`src/hw/rtl/learned_piecewise_linear_activation_top_defines.svh`:
```
// Assertion macros for the piecewise-linear activation block
`ifndef LEARNED_PIECEWISE_LINEAR_ACTIVATION_TOP_DEFINES_SVH
`define LEARNED_PIECEWISE_LINEAR_ACTIVATION_TOP_DEFINES_SVH

// same-cycle implication
`define LPLA_ASSERT_IMP(label, clk, rstn, ante, cons, msg) \
  label: assert property (@(posedge clk) disable iff (!rstn) (ante) |-> (cons)) \
    else $error(msg);

// next-cycle implication
`define LPLA_ASSERT_NXT(label, clk, rstn, ante, cons, msg) \
  label: assert property (@(posedge clk) disable iff (!rstn) (ante) |=> (cons)) \
    else $error(msg);

`endif

```
`src/hw/rtl/lpla_ram.sv`:
```
// Generic RAM: one write port, two registered read ports
module lpla_ram #(
  parameter int W = 32,
  parameter int D = 16
) (
  input  logic                 clk_i,
  input  logic                 we_i,
  input  logic [$clog2(D)-1:0] wa_i,
  input  logic [W-1:0]         wd_i,
  input  logic                 re_a_i,
  input  logic [$clog2(D)-1:0] ra_a_i,
  output logic [W-1:0]         rd_a_o,
  input  logic                 re_b_i,
  input  logic [$clog2(D)-1:0] ra_b_i,
  output logic [W-1:0]         rd_b_o
);

  logic [W-1:0] mem_q [D];

  always_ff @(posedge clk_i) begin
    if (we_i) begin
      mem_q[wa_i] <= wd_i;
    end
    if (re_a_i) begin
      rd_a_o <= mem_q[ra_a_i];
    end
    if (re_b_i) begin
      rd_b_o <= mem_q[ra_b_i];
    end
  end

endmodule

```
`config.mk`:
```
export PLATFORM = sky130hd
export DESIGN_NAME = lpla_ram
export DESIGN_NICKNAME = d
export VERILOG_FILES = /design/src/hw/rtl/learned_piecewise_linear_activation_top_defines.svh /design/src/hw/rtl/lpla_ram.sv
export SDC_FILE = /design/constraint.sdc
export NUM_CORES = 1
export LEC_CHECK = 0
export CELL_PAD_IN_SITES_DETAIL_PLACEMENT = 0
export CELL_PAD_IN_SITES_GLOBAL_PLACEMENT = 1
export CORE_ASPECT_RATIO = 0.7
export CORE_MARGIN = 2
export CORE_UTILIZATION = 40
export DETAILED_ROUTE_END_ITERATION = 8
export DONT_BUFFER_PORTS = 1
export PLACE_DENSITY_LB_ADDON = 0.12
export SLEW_MARGIN = 20
export SYNTH_ARGS = -nofsm -noshare
export SYNTH_HDL_FRONTEND = slang
export SYNTH_SLANG_ARGS = --single-unit
```
`constraint.sdc`:
```
create_clock -name clk_i -period 8.67 [get_ports clk_i]
set_input_delay 1.3005 -clock clk_i [delete_from_list [all_inputs] [get_ports clk_i]]
set_output_delay 1.3005 -clock clk_i [all_outputs]
set_load 0.05 [all_outputs]
```
# Word-level counts from Yosys, hierarchy flattened
# Memories as Yosys holds them, arrays and structs flattened. A register that Yosys moved wholly into a read port is not among the register bits.
# Index checks and enable logic that the tools add are counted.
# Widths: inputs -> output; s select.
word_totals:
  ff_bits: 0
  ram_bits: 512
  in_bits: 48
  out_inout_bits: 64
  word_cells: 3
  mem_count: 1
classes:
  n_mux: 2
mem_list:
  columns: ["memory", "words", "word_bits", "read_ports", "rd_clocked_by_memory_dff", "write_ports", "line", "rtl"]
  rows:
  - ["mem_q", 16, 32, 2, 2, 1, "lpla_ram.sv:18", "logic [W-1:0] mem_q [D];"]
op_table:
  columns: ["operator", "n"]
  rows:
  - ["$mux 1", 2]

# Longest topological paths before layout
logic_depth:
  ltp_word: 2
  depth_mapped: 5
  depth_no_buf: 3

# Least setup slack after synthesis
# No wires, ideal clock.
synth_path:
  path_kind: "input port to flip-flop"
  start: "in wa_i[2]"
  end: "mem mem_q[0][0] (enable)"
  setup_time_ns: 0.461
  t_arrival_ns: 4.019
  t_required_ns: 8.209
  slack_ns: 4.190
  cell_stages: 2
  path_buffers: 0
  cell_sequence: "or3b_2 > nor3_1"
synth_rtl:
  columns: ["item", "line", "rtl"]
  rows:
  - ["from (decl)", "lpla_ram.sv:8", "input logic [$clog2(D)-1:0] wa_i,"]
  - ["to (decl)", "lpla_ram.sv:18", null]
# Straight into the memory's write port.

# Final worst setup path
layout_path:
  start: "reg rd_a_o[25] (read register of mem_q)"
  end: "out rd_a_o[25]"
layout_rtl:
  columns: ["item", "line", "rtl"]
  rows:
  - ["from (decl)", "lpla_ram.sv:12", "output logic [W-1:0] rd_a_o,"]
# No word-level cell between the ends.

==> results.cfg <==
[power_and_ir_drop]
seq_power_share_pct = 54.0
power_leakage_nw = 8.54
power.clock.fraction_pct = 41.0
share_comb_of_total_power_pct = 5.0
net-switching-power_mw = 1.33
ir_drop_mv = 0.145
cellInternalPower_mw = 4.74
power-per-cell-area_nw_per_um2 = 219
power_switching_share_pct = 22.0

[worst_hold_path]
whs_path_depth = 0
min-delay-path-class = input pin to flip-flop
holdCritStartpoint = wd_i[26]

[sta]
finalHoldWorstSlack_ns = 0.768
worst-slew-pin-transition_ns = 1.14
timing_max_transition_violations_final = 0
rsz0062_at_grt = false
finalCriticalPeriod_ns = 2.65
fin_crit_sh_pct = 30.5
final.setup_skew_ns = 0.0305
timing.final.ws_setup_ns = 6.02
final_layout_setup_total_negative_slack_ns = 0
timing_hold_violations_final = 0
max_clock_freq_mhz = 378
worst_slew_margin_rel_pct = 23.9
report.final.setup_viol = 0

[worst_setup_path]
required_ns = 7.37
worstSetupEndpointType = primary output
worstRegToRegCells = 3
cp-start-kind = flip-flop
worstSetupStartpoint = rd_a_o[25]$_DFFE_PP_
timing_worst_setup_path_type = flip-flop to primary output
critical_path.max_fanout = 1
timing.critical_path.arrival_ns = 1.35
worstSetupPathDepth = 0
timing.rr.start = mem_q[11][21]$_DFFE_PP_

[die]
initial_utilization_pct = 40.4
area_of_the_core_region_um2 = 61400
chip_width_um = 302
floorplan.io_pins = 112
die_area_um2 = 64100
die_h_um = 212
num_rows = 76

[placed_design]
dp_hpwl_um = 36900
place_congestion = 0.748
preCtsSetupSlack_ns = 5.47
place.port_buffers = 0

[detailed_routing]
avgRoutedWirePerCell_um = 33.8
drtAntennaViolNets = 0
drt-total-wl_um = 67700
post-route-drc-count = 0
detail_route.vias_per_cell = 6.17
route.vias.total = 12400
dr.pass1.iters = 5
detailedRoute.firstIterationViolations = 1403

[cts]
htree_levels = 2
clock_tree_from_tritoncts = yes
clock_buffers_created_by_tritoncts = 58
post_cts.repair.setup_buffers = 0
cts.hold.buffers_added = 0
clk_transition_reported_paths_ns = 0.07
cts-root-to-sink-buffers = 3
clkSinkCount = 576
cts-resized-gates = 0
clkLatencyLatePin_ns = 0.63
root_buffer = sky130_fd_sc_hd__clkbuf_16

[flow_run]
max-cap-violations = 0

[logic_synthesis]
synthesis.yosys.warnings = 0
synth-seq-area-share_pct = 69.7
synth_seq_cells = 576
synth.avg_cell_area_um2 = 21.8
synth_area_um2 = 24800
synth.area.top_cells = sky130_fd_sc_hd__edfxtp_1 (70%), sky130_fd_sc_hd__mux4_2 (23%), sky130_fd_sc_hd__a22oi_1 (3.9%), sky130_fd_sc_hd__nand2_1 (0.98%), sky130_fd_sc_hd__clkbuf_1 (0.59%)
postSynthNetCount = 1189
yosys.area.top_type = sky130_fd_sc_hd__edfxtp_1
postSynthCellCount = 1141
synth_cell_types = 16
netlist.area_leader.share_pct = 69.7

[cells_and_area]
nNetsFinal = 1191
num_antenna_cells = 0
drive_gt1_share_pct = 32.9
area_growth_pct = 11.5
fin_util_pct = 45.1

[global_routing]
remaining_overflow_grt = 0
global_route.usage.total_pct = 21.5
grt_start_max_net_pins = 129
first_global_vias = 12900
number_of_antenna_violations_at_the_first_check_in_global_routing = 0
wire_length_of_the_first_global_routing_pass_um = 96600

[run_status]
outcome = finished, final reports clean
state kept, by name, indices dropped and copies added, names as in the netlist:
register	cells
rd_a_o	32
rd_b_o	32
mem_q	512
layer usage:
metal	global-route usage [%]	part of all wire (%)	routed length (um)
met4	4.52	1.5	1030
met1	33.4	47	31700
met5	0	0	0
met3	6.11	9.1	6180
met2	30.2	43	28800
final timing paths:
kind,end,slack (ns)
worst max-delay path,rd_a_o[25],6.02
worst min-delay path,mem_q[11][26]$_DFFE_PP_,0.77
worst min register to register,rd_b_o[11]$_DFFE_PP_,0.77
worst max register to register,rd_b_o[21]$_DFFE_PP_,6.83
cell usage after synthesis:
master and n:
sky130_fd_sc_hd__edfxtp_1 576, sky130_fd_sc_hd__mux4_2 256, sky130_fd_sc_hd__a22oi_1 128, sky130_fd_sc_hd__nand2_1 65, sky130_fd_sc_hd__clkbuf_1 39, sky130_fd_sc_hd__buf_4 18, sky130_fd_sc_hd__buf_2 16, sky130_fd_sc_hd__nor2_1 14
sky130_fd_sc_hd__buf_1 13, sky130_fd_sc_hd__nor2b_1 4, sky130_fd_sc_hd__nor3_1 4, sky130_fd_sc_hd__and2_1 2, sky130_fd_sc_hd__nand2b_1 2, sky130_fd_sc_hd__nand3b_1 2, sky130_fd_sc_hd__nand3_1 1, sky130_fd_sc_hd__or3b_2 1
final cells by class:
class | count | area, um2
fill | 5181 | 33700
sequential | 576 | 17300
multi-input combinational | 479 | 7280
clock buffer | 71 | 1520
tap | 819 | 1020
clock inverter | 33 | 319
timing repair buffer | 28 | 250
power by group through the flow:
stage          Sequential [mW]  Clock (mW)  Combinational, mW
5_1_grt                   3.28        2.66              0.323
3_3_place_gp              3.34           0              0.305
6_report                  3.28        2.49              0.305
2_1_floorplan             3.32           0              0.268
3_5_place_dp              3.34           0              0.306
4_1_cts                   3.28        2.55              0.307
cells by family (layout without fill, tap and decap cells):
logic type / count (synthesis) / after routing / share of synthesized area [%]
buffers and inverters: 86 / 132 / 1.65
multiplexers: 256 / 256 / 23.2
AO/OA/AOI/OAI: 128 / 128 / 3.87
flip-flops: 576 / 576 / 69.7
AND/OR/NAND/NOR: 95 / 95 / 1.59
placed cells by master (no fill, tap or decap), drive strengths merged:
cell type,instances
and2,2
clkinv,22
nor2b,4
nand2,65
clkbuf,71
nor2,14
nand3,1
bufinv,6
or3b,1
edfxtp,576
a22oi,128
nor3,4
clkinvlp,4
nand2b,2
inv,1
buf,28
nand3b,2
mux4,256
through the flow:
step	instances	power [mW]	area (um2)
after floorplan	1141	3.59	24800
after global placement	1900	3.64	25800
after detailed placement	1902	3.64	25900
after CTS	2006	6.13	27700
after global routing	2006	6.26	27700
final	2006	6.07	27700
(Power assumes the default switching activity.)
