## config.mk

```make
export PLATFORM = sky130hd
export DESIGN_NAME = lpla_sweep
export DESIGN_NICKNAME = d
export VERILOG_FILES = /design/src/hw/rtl/learned_piecewise_linear_activation_top_defines.svh /design/src/hw/rtl/lpla_pkg.sv /design/src/hw/rtl/lpla_sweep.sv
export SDC_FILE = /design/constraint.sdc
export NUM_CORES = 1
export LEC_CHECK = 0
export BUFFER_PORTS_ARGS = -buffer_cell sky130_fd_sc_hd__clkbuf_2
export CAP_MARGIN = 5
export CELL_PAD_IN_SITES_DETAIL_PLACEMENT = 1
export CELL_PAD_IN_SITES_GLOBAL_PLACEMENT = 1
export CORE_MARGIN = 4
export CORE_UTILIZATION = 51
export CTS_BUF_LIST = sky130_fd_sc_hd__clkbuf_8
export DETAILED_ROUTE_END_ITERATION = 6
export MAX_ROUTING_LAYER = met4
export PLACE_DENSITY = 0.9
export RECOVER_POWER = 50
export SYNTH_ARGS = -nofsm -noshare
export SYNTH_HDL_FRONTEND = slang
export SYNTH_SLANG_ARGS = --single-unit
```

## constraint.sdc

```tcl
create_clock -name clk_i -period 11.64 [get_ports clk_i]
set_input_delay 2.328 -clock clk_i [delete_from_list [all_inputs] [get_ports clk_i]]
set_output_delay 2.328 -clock clk_i [all_outputs]
set_load 0.01 [all_outputs]
```

## src/hw/rtl/learned_piecewise_linear_activation_top_defines.svh

```systemverilog
// Assertion macros for the piecewise-linear activation block
`ifndef LEARNED_PIECEWISE_LINEAR_ACTIVATION_TOP_DEFINES_SVH
`define LEARNED_PIECEWISE_LINEAR_ACTIVATION_TOP_DEFINES_SVH

// same-cycle implication
`define LPLA_ASSERT_IMP(label, clk, rstn, ante, cons, msg) \
  label: assert property (@(posedge clk) disable iff (!rstn) (ante) |-> (cons)) \
    else $error(msg);

// next-cycle implication
`define LPLA_ASSERT_NXT(label, clk, rstn, ante, cons, msg) \
  label: assert property (@(posedge clk) disable iff (!rstn) (ante) |=> (cons)) \
    else $error(msg);

`endif

```

## src/hw/rtl/lpla_pkg.sv

```systemverilog
// Shared constants and helpers for the piecewise-linear activation block
package lpla_pkg;

  localparam int SEGMENTS_DEF = 16;

  localparam logic [1:0] OP_LOAD = 2'd0;
  localparam logic [1:0] OP_FIN  = 2'd1;
  localparam logic [1:0] OP_EVAL = 2'd2;
  localparam logic [1:0] OP_NOP  = 2'd3;

  localparam logic REG_SCALE = 1'b0;
  localparam logic REG_INV   = 1'b1;

  localparam logic [30:0] SCALE_RST = 31'd65536;

  // clip a wide signed value to 32 bits
  function automatic logic [31:0] sat32(input logic signed [65:0] v);
    logic [31:0] r;
    if (v > 66'sh7FFFFFFF) begin
      r = 32'h7FFFFFFF;
    end else if (v < -66'sh80000000) begin
      r = 32'h80000000;
    end else begin
      r = v[31:0];
    end
    return r;
  endfunction

endpackage

```

## src/hw/rtl/lpla_sweep.sv

```systemverilog
// Finalize sequencer: rebuilds the offset table from the slope table
module lpla_sweep #(
  parameter int SEGMENTS = lpla_pkg::SEGMENTS_DEF
) (
  input  logic                        clk_i,
  input  logic                        rst_ni,
  input  logic                        start_i,
  input  logic [31:0]                 slope_rd_i,
  output logic                        busy_o,
  output logic                        done_o,
  output logic                        rd_en_o,
  output logic [$clog2(SEGMENTS)-1:0] rd_addr_o,
  output logic                        wr_en_o,
  output logic [$clog2(SEGMENTS)-1:0] wr_addr_o,
  output logic [31:0]                 wr_data_o
);

  localparam int AW   = $clog2(SEGMENTS);
  localparam int K    = SEGMENTS / 2;
  localparam int ACCW = 32 + AW + 1;
  localparam logic [AW-1:0] K_IDX    = AW'(K);
  localparam logic [AW-1:0] KL_IDX   = AW'(K - 1);
  localparam logic [AW-1:0] LAST_IDX = AW'(SEGMENTS - 1);
  localparam logic [AW-1:0] ONE_IDX  = AW'(1);
  localparam logic HAS_LEFT = (K >= 2);

  localparam logic [2:0] ST_IDLE  = 3'd0;
  localparam logic [2:0] ST_RIGHT = 3'd1;
  localparam logic [2:0] ST_LEFT  = 3'd2;
  localparam logic [2:0] ST_DRAIN = 3'd3;
  localparam logic [2:0] ST_ZERO  = 3'd4;

  logic [2:0]             st_q, st_d;
  logic [AW-1:0]          idx_q, idx_d;
  logic                   rdv_q, rdleft_q, rdfirst_q;
  logic [AW-1:0]          rdaddr_q;
  logic signed [ACCW-1:0] acc_q, acc_d;
  logic [31:0]            last_q, last_d;
  logic signed [ACCW-1:0] base, sum;
  logic                   first_issue;

  assign rd_en_o   = (st_q == ST_RIGHT) || (st_q == ST_LEFT);
  assign rd_addr_o = idx_q;
  assign busy_o    = (st_q != ST_IDLE);
  assign done_o    = (st_q == ST_ZERO);
  assign first_issue = ((st_q == ST_RIGHT) && (idx_q == K_IDX)) ||
                       ((st_q == ST_LEFT) && (idx_q == KL_IDX));

  always_comb begin
    st_d  = st_q;
    idx_d = idx_q;
    unique case (st_q)
      ST_IDLE: begin
        if (start_i) begin
          st_d  = ST_RIGHT;
          idx_d = K_IDX;
        end
      end
      ST_RIGHT: begin
        if (idx_q == LAST_IDX) begin
          if (HAS_LEFT) begin
            st_d  = ST_LEFT;
            idx_d = KL_IDX;
          end else begin
            st_d = ST_DRAIN;
          end
        end else begin
          idx_d = idx_q + ONE_IDX;
        end
      end
      ST_LEFT: begin
        if (idx_q == ONE_IDX) begin
          st_d = ST_DRAIN;
        end else begin
          idx_d = idx_q - ONE_IDX;
        end
      end
      ST_DRAIN: st_d = ST_ZERO;
      ST_ZERO:  st_d = ST_IDLE;
      default:  st_d = ST_IDLE;
    endcase
  end

  always_comb begin
    base      = rdfirst_q ? '0 : acc_q;
    sum       = base - ACCW'($signed(slope_rd_i));
    acc_d     = acc_q;
    last_d    = start_i && (st_q == ST_IDLE) ? 32'd0 : last_q;
    wr_en_o   = 1'b0;
    wr_addr_o = rdaddr_q;
    wr_data_o = lpla_pkg::sat32(66'(base));
    if (rdv_q) begin
      wr_en_o = 1'b1;
      if (rdleft_q) begin
        wr_data_o = lpla_pkg::sat32(66'(sum));
        acc_d     = sum;
        last_d    = lpla_pkg::sat32(66'(sum));
      end else begin
        acc_d = base + ACCW'($signed(slope_rd_i));
      end
    end else if (st_q == ST_ZERO) begin
      // lowest segment copies its neighbor
      wr_en_o   = 1'b1;
      wr_addr_o = '0;
      wr_data_o = last_q;
    end
  end

  always_ff @(posedge clk_i or negedge rst_ni) begin
    if (!rst_ni) begin
      st_q      <= ST_IDLE;
      idx_q     <= '0;
      rdv_q     <= 1'b0;
      rdleft_q  <= 1'b0;
      rdfirst_q <= 1'b0;
      rdaddr_q  <= '0;
      acc_q     <= '0;
      last_q    <= '0;
    end else begin
      st_q      <= st_d;
      idx_q     <= idx_d;
      rdv_q     <= rd_en_o;
      rdleft_q  <= (st_q == ST_LEFT);
      rdfirst_q <= first_issue;
      rdaddr_q  <= idx_q;
      acc_q     <= acc_d;
      last_q    <= last_d;
    end
  end

endmodule

```

---- Word level (Yosys, flattened, before mapping) ----
Cells that the tools add are included.
storage, ports and cells
  bits in registers ....................... 83
  latch bits .............................. 0
  bits in writable memories ............... 0
  memory bits (read-only) ................. 0
  bits of input ports ..................... 35
  output and inout port bits .............. 44
  word-level logic and storage cells ...... 62
  memories kept ........................... 0
operators by class
  add/subtract/negate cells ............... 4
  multiply operators ...................... 0
  divide/modulo/power cells ............... 0
  $lt $le $gt $ge ......................... 4
  equal/unequal tests ..................... 12
  shift operators ......................... 0
  multiplexer cells ....................... 24
  bitwise gates (word level) .............. 0
  reduce and logical (&&, ||, !) cells .... 10
operators by type and width
  operator                                                       count
  2-to-1 mux 32 bit                                              10
  > comparator 37 x 32 -> 1 bit (second input constant)          2
  less-than comparator 37 x 32 -> 1 bit (second input constant)  2
  2-to-1 mux 37 bit                                              2
  adder 37 x 32 -> 37 bit                                        1
  subtractor 37 x 32 -> 37 bit                                   1
  2-to-1 mux 4 bit                                               5
  case mux 3 bit (4 select lines)                                1
  case mux 4 bit (3 select lines)                                1
  2-to-1 mux 3 bit                                               3
  equality test 4 bit (second input constant)                    2
  equality test 3 x 2 -> 1 bit (second input constant)           2
  AND reduction 3 bit                                            2
  nonzero test 3 bit                                             2
  adder 4 x 1 -> 4 bit (second input constant)                   1
  equality test 4 x 1 -> 1 bit (second input constant)           1
  equality test 4 x 3 -> 1 bit (second input constant)           1
  != test 2 x 1 -> 1 bit (second input constant)                 2
  != test 2 bit (second input constant)                          2
  subtractor 4 x 1 -> 4 bit (second input constant)              1
  equality test 3 x 1 -> 1 bit (second input constant)           1
  equality test 3 bit (second input constant)                    1
  logical AND 1 bit                                              3
  logical NOT 3 bit                                              1
  other kinds (2)                                                4

---- Depth between registers and ports, before layout ----
  depth in word-level cells ............... 7
  gate-level depth with buffers ........... 25
  gate-level depth less buffers ........... 16

---- Least setup slack after synthesis ----
OpenSTA, ideal clock, no wires.
  path type ............................... input to output
  start ................................... in slope_rd_i[8]
  end ..................................... out wr_data_o[15]
  arrival ................................. 5.592 ns
  data required time ...................... 9.312 ns
  slack ................................... 3.720 ns
  stages .................................. 16
  buffers on the path ..................... 3
  cells stage by stage .................... clkbuf_1 inv_1 ha_1 and4b_1 a2111oi_2 o32ai_1 a31o_1 a22o_1 o21ai_4 o31a_2 xnor2_1 or4_4 and2_4 buf_6 buf_6 a211o_1
on the way
  word-level cells in the longest chain between the ends .. 6
  elaborated cells between the ends (all ways) .. 7
  those cells by class .................... add/sub: 1; order compare: 2; mux: 4
ends and longest elaborated chain
  element                                RTL line          RTL
  from (decl)                            lpla_sweep.sv:8   input logic [31:0] slope_rd_i,
  subtractor 37 x 32 -> 37 bit *         lpla_sweep.sv:86  sum = base - ACCW'($signed(slope_rd_i));
  less-than comparator 37 x 32 -> 1 bit  lpla_pkg.sv:21    end else if (v < -66'sh80000000) begin
  2-to-1 mux 32 bit                      lpla_pkg.sv:21
  2-to-1 mux 32 bit *                    lpla_pkg.sv:19    if (v > 66'sh7FFFFFFF) begin
  2-to-1 mux 32 bit *                    lpla_sweep.sv:94  if (rdleft_q) begin
  2-to-1 mux 32 bit *                    lpla_sweep.sv:92  if (rdv_q) begin
  to (decl)                              lpla_sweep.sv:15  output logic [31:0] wr_data_o
Mark *: on every way between the ends. The rest lies on a longest branch, timed or not.

---- Worst setup path after layout ----
  start ................................... in slope_rd_i[1]
  end ..................................... out wr_data_o[12]
The elaborated chain is that of the path after synthesis.

==> flow_summary.toml <==
[global_routing]
grt_pass1_vias = 10800
grt_pass1_wl_um = 58300
grt-ovfl-total = 0
antenna_found_initial = 0
grt.total_usage_pct = 33.6
grt_max_degree = 52

[finish]
area_growth_pct = 5.05
multi_input_area_um2 = 7190
fill_cells = 2460
final_cells = 1584
drive_gt1_share_pct = 12.0
seqCellArea_um2 = 2080
antenna_cells = 0
nets = 1410

[detailed_routing]
routed_wirelength_um = 35900
ant_nets = 0
via_per_inst = 6.61
drt_first_pass_iters = 5
drt_first_iter_violations = 1078
vias = 10500
wl_per_cell_um = 22.7
drc = 0

[worst_setup_path]
critPathCaptureType = "primary output"
cp_top_family = "compound AO/OA/AOI/OAI gates"
cp_cell_sequence = "clkbuf_1 > xnor2_1 > inv_1 > ha_1 > inv_1 > o21ai_1 > a41o_1 > a211o_1 > and4_1 > o21ai_4 > a21oi_1 > or3_1 > a21oi_1 > a41o_1 > buf_4 > a211o_1 > clkbuf_2"
r2r_slack_ns = 6.12
path_depth = 17
endpoint = "wr_data_o[12]"
cp_max_fo = 30
critPathLaunch = "slope_rd_i[1]"
cp.arrival_ns = 6.64
slowest_stage = "buf_4"
critPathLaunchType = "input pin"
r2r_end = "last_q[20]"
cp.buffers_inverters = 5
max_stage_delay_ns = 0.46
reg2reg_from = "rdfirst_q"
reg2reg_depth = 18
required_ns = 9.31
crit_type = "input pin to primary output"

[run]
cap_violations = 2

[clock_tree]
cts_tree = "done"
root_buffer = "clkbuf_8"
h-tree-depth = 3
cts.sinks = 83
hold_buffers = 0
cts.clk_slew.worst_paths_ns = 0.10
clock_latency_ns = 0.41
clock_path_buffers = 2
post_cts_buffers = 0
cts-buffers-inserted = 9
cts.repair.resized = 0

[place]
place_congestion = 0.930
dp_hpwl_um = 25900
dp_cells = 1568
io_buffers = 78

[sta]
period_share_pct = 77.1
fmax_ghz = 0.111
period_needed_ns = 8.97
maxSlewViolCount = 86
worstMarginPinSlew_ns = 2.81
finalSetupViolCount = 0
hold_violations = 0
grt_setup_unrepaired = "false"
tns_ns = 0
skew_ns = 0.0200
max-slew-margin-rel_pct = -87.3

[outcome]
status = "finished with violations"
violations = "capacitance limit, slew limit"

[yosys]
synth_cell_type_count = 106
synthTopCellsByCount = "138 x a21oi_1, 120 x nand2_1, 120 x nor2_1"
ys_seq_area_share_pct = 20.8
syn_nets = 1412
netlist_area_um2 = 9980
ys_warn_count = 0
synth_most_common_cell = "a21oi_1"
yosys.area.top_type_share_pct = 20.8
avgSynthCellArea_um2 = 7.56
synth-edff-count = 0
synth-main-ff-cell = "dfrtp_1"
synth_area_leaders = "dfrtp_1 21%, ha_1 7.0%, a21oi_1 6.9%, xnor2_1 5.8%, nand2_1 4.5%"
ys_seq_elements = 83
synth_cells = 1321
ys_async_sr_fraction_pct = 100
synth_top_cell_by_area = "dfrtp_1"

[die]
chipHeight_um = 148
die_w_um = 148
start_util_pct = 52.7
die_area_um2 = 21900
core_area_um2 = 19000
num_rows = 50
io_pins = 79

[hold_path]
hold_class = "flop to flop"
-- layout by cell type, fill, tap and decap left out, drive strengths merged, types with 12 or more instances in the layout --
master,instances
a211o,23
a211oi,12
a21o,18
a21oi,139
a221o,21
a31oi,15
clkbuf,88
dfrtp,83
ha,56
inv,73
mux2,17
nand2,120
nand2b,27
nor2,120
nor2b,47
nor3,33
nor4,12
o211ai,37
o21ai,72
o31ai,16
xnor2,67
xor2,14
-- worst min path at each step --
stage / startpoint / endpoint / slack, ns / depth (start not counted)
3_5_place_dp: last_q[31] / last_q[31] / 0.48 / 2
6_report: acc_q[24] / acc_q[24] / 0.51 / 1
2_1_floorplan: rd_addr_o[3] / rdaddr_q[3] / 0.43 / 0
4_1_cts: acc_q[17] / acc_q[17] / 0.51 / 1
3_3_place_gp: last_q[31] / last_q[31] / 0.46 / 2
5_1_grt: last_q[14] / last_q[14] / 0.54 / 1
-- metrics by stage --
| stage | hold WS [ns] | instance area [µm²] | setup WS [ns] | util (%) |
|---|---|---|---|---|
| after floorplan | 0.433 | 9980 | 3.72 | - |
| after global placement | 0.460 | 10300 | 2.97 | 54.5 |
| after detailed placement | 0.481 | 10300 | 2.81 | 54.5 |
| after CTS | 0.512 | 10500 | 2.78 | 55.4 |
| after global routing | 0.541 | 10500 | 2.40 | 55.3 |
| final | 0.507 | 10500 | 2.67 | 55.3 |
-- logic make-up (layout without fill, tap and decap cells) --
group	count (synthesis)	after routing	synth area share, %
flops	83	83	20.8
compound gates	460	460	32.3
fa+ha+maj	61	61	7.53
mux	27	27	2.92
buf+inv	171	174	7.39
xor+xnor	81	81	7.18
simple gates	438	438	21.9
-- worst register-to-register path, stage by stage, from the launching register on --
cell and delay [ns]:
dfrtp_2 0.36, buf_4 0.42, buf_4 0.61, nand2b_1 0.25, xnor2_1 0.16, inv_1 0.07
ha_1 0.20, inv_1 0.08, o21ai_1 0.06, a41o_1 0.34, a211o_1 0.37, and4_1 0.23
o21ai_4 0.21, a21oi_1 0.12, or3_1 0.39, a21oi_1 0.40, a41o_1 0.45, buf_4 0.46
a221o_1 0.26
-- state kept, by name (all words and copies together), names as in the netlist --
register	cells
rdleft_q	1
rdv_q	1
st_q	3
last_q	32
rdaddr_q	4
acc_q	37
rdfirst_q	1
rd_addr_o	4
-- routing by layer --
layer	track usage [%]	share of wire, %	wire length (µm)	vias up
li1	-	-	-	4787
met1	44.6	44	15900	5199
met2	53.4	47	16800	381
met3	4.26	5.9	2120	102
met4	11.6	3.0	1080	0
met5	-	0	0	-
-- cell type report --
| cell class | instances | area share (%) |
|---|---|---|
| sequential | 83 | 19.8 |
| tap | 260 | 3.10 |
| clock buffer | 9 | 1.18 |
| clock inverter | 7 | 0.549 |
| timing repair buffer | 88 | 4.31 |
| inverter | 70 | 2.51 |
| multi-input combinational | 1067 | 68.5 |
Power is left out: the tool's default activity adds up to more than one toggle a clock period on the data nets, which glitch-free logic cannot reach.
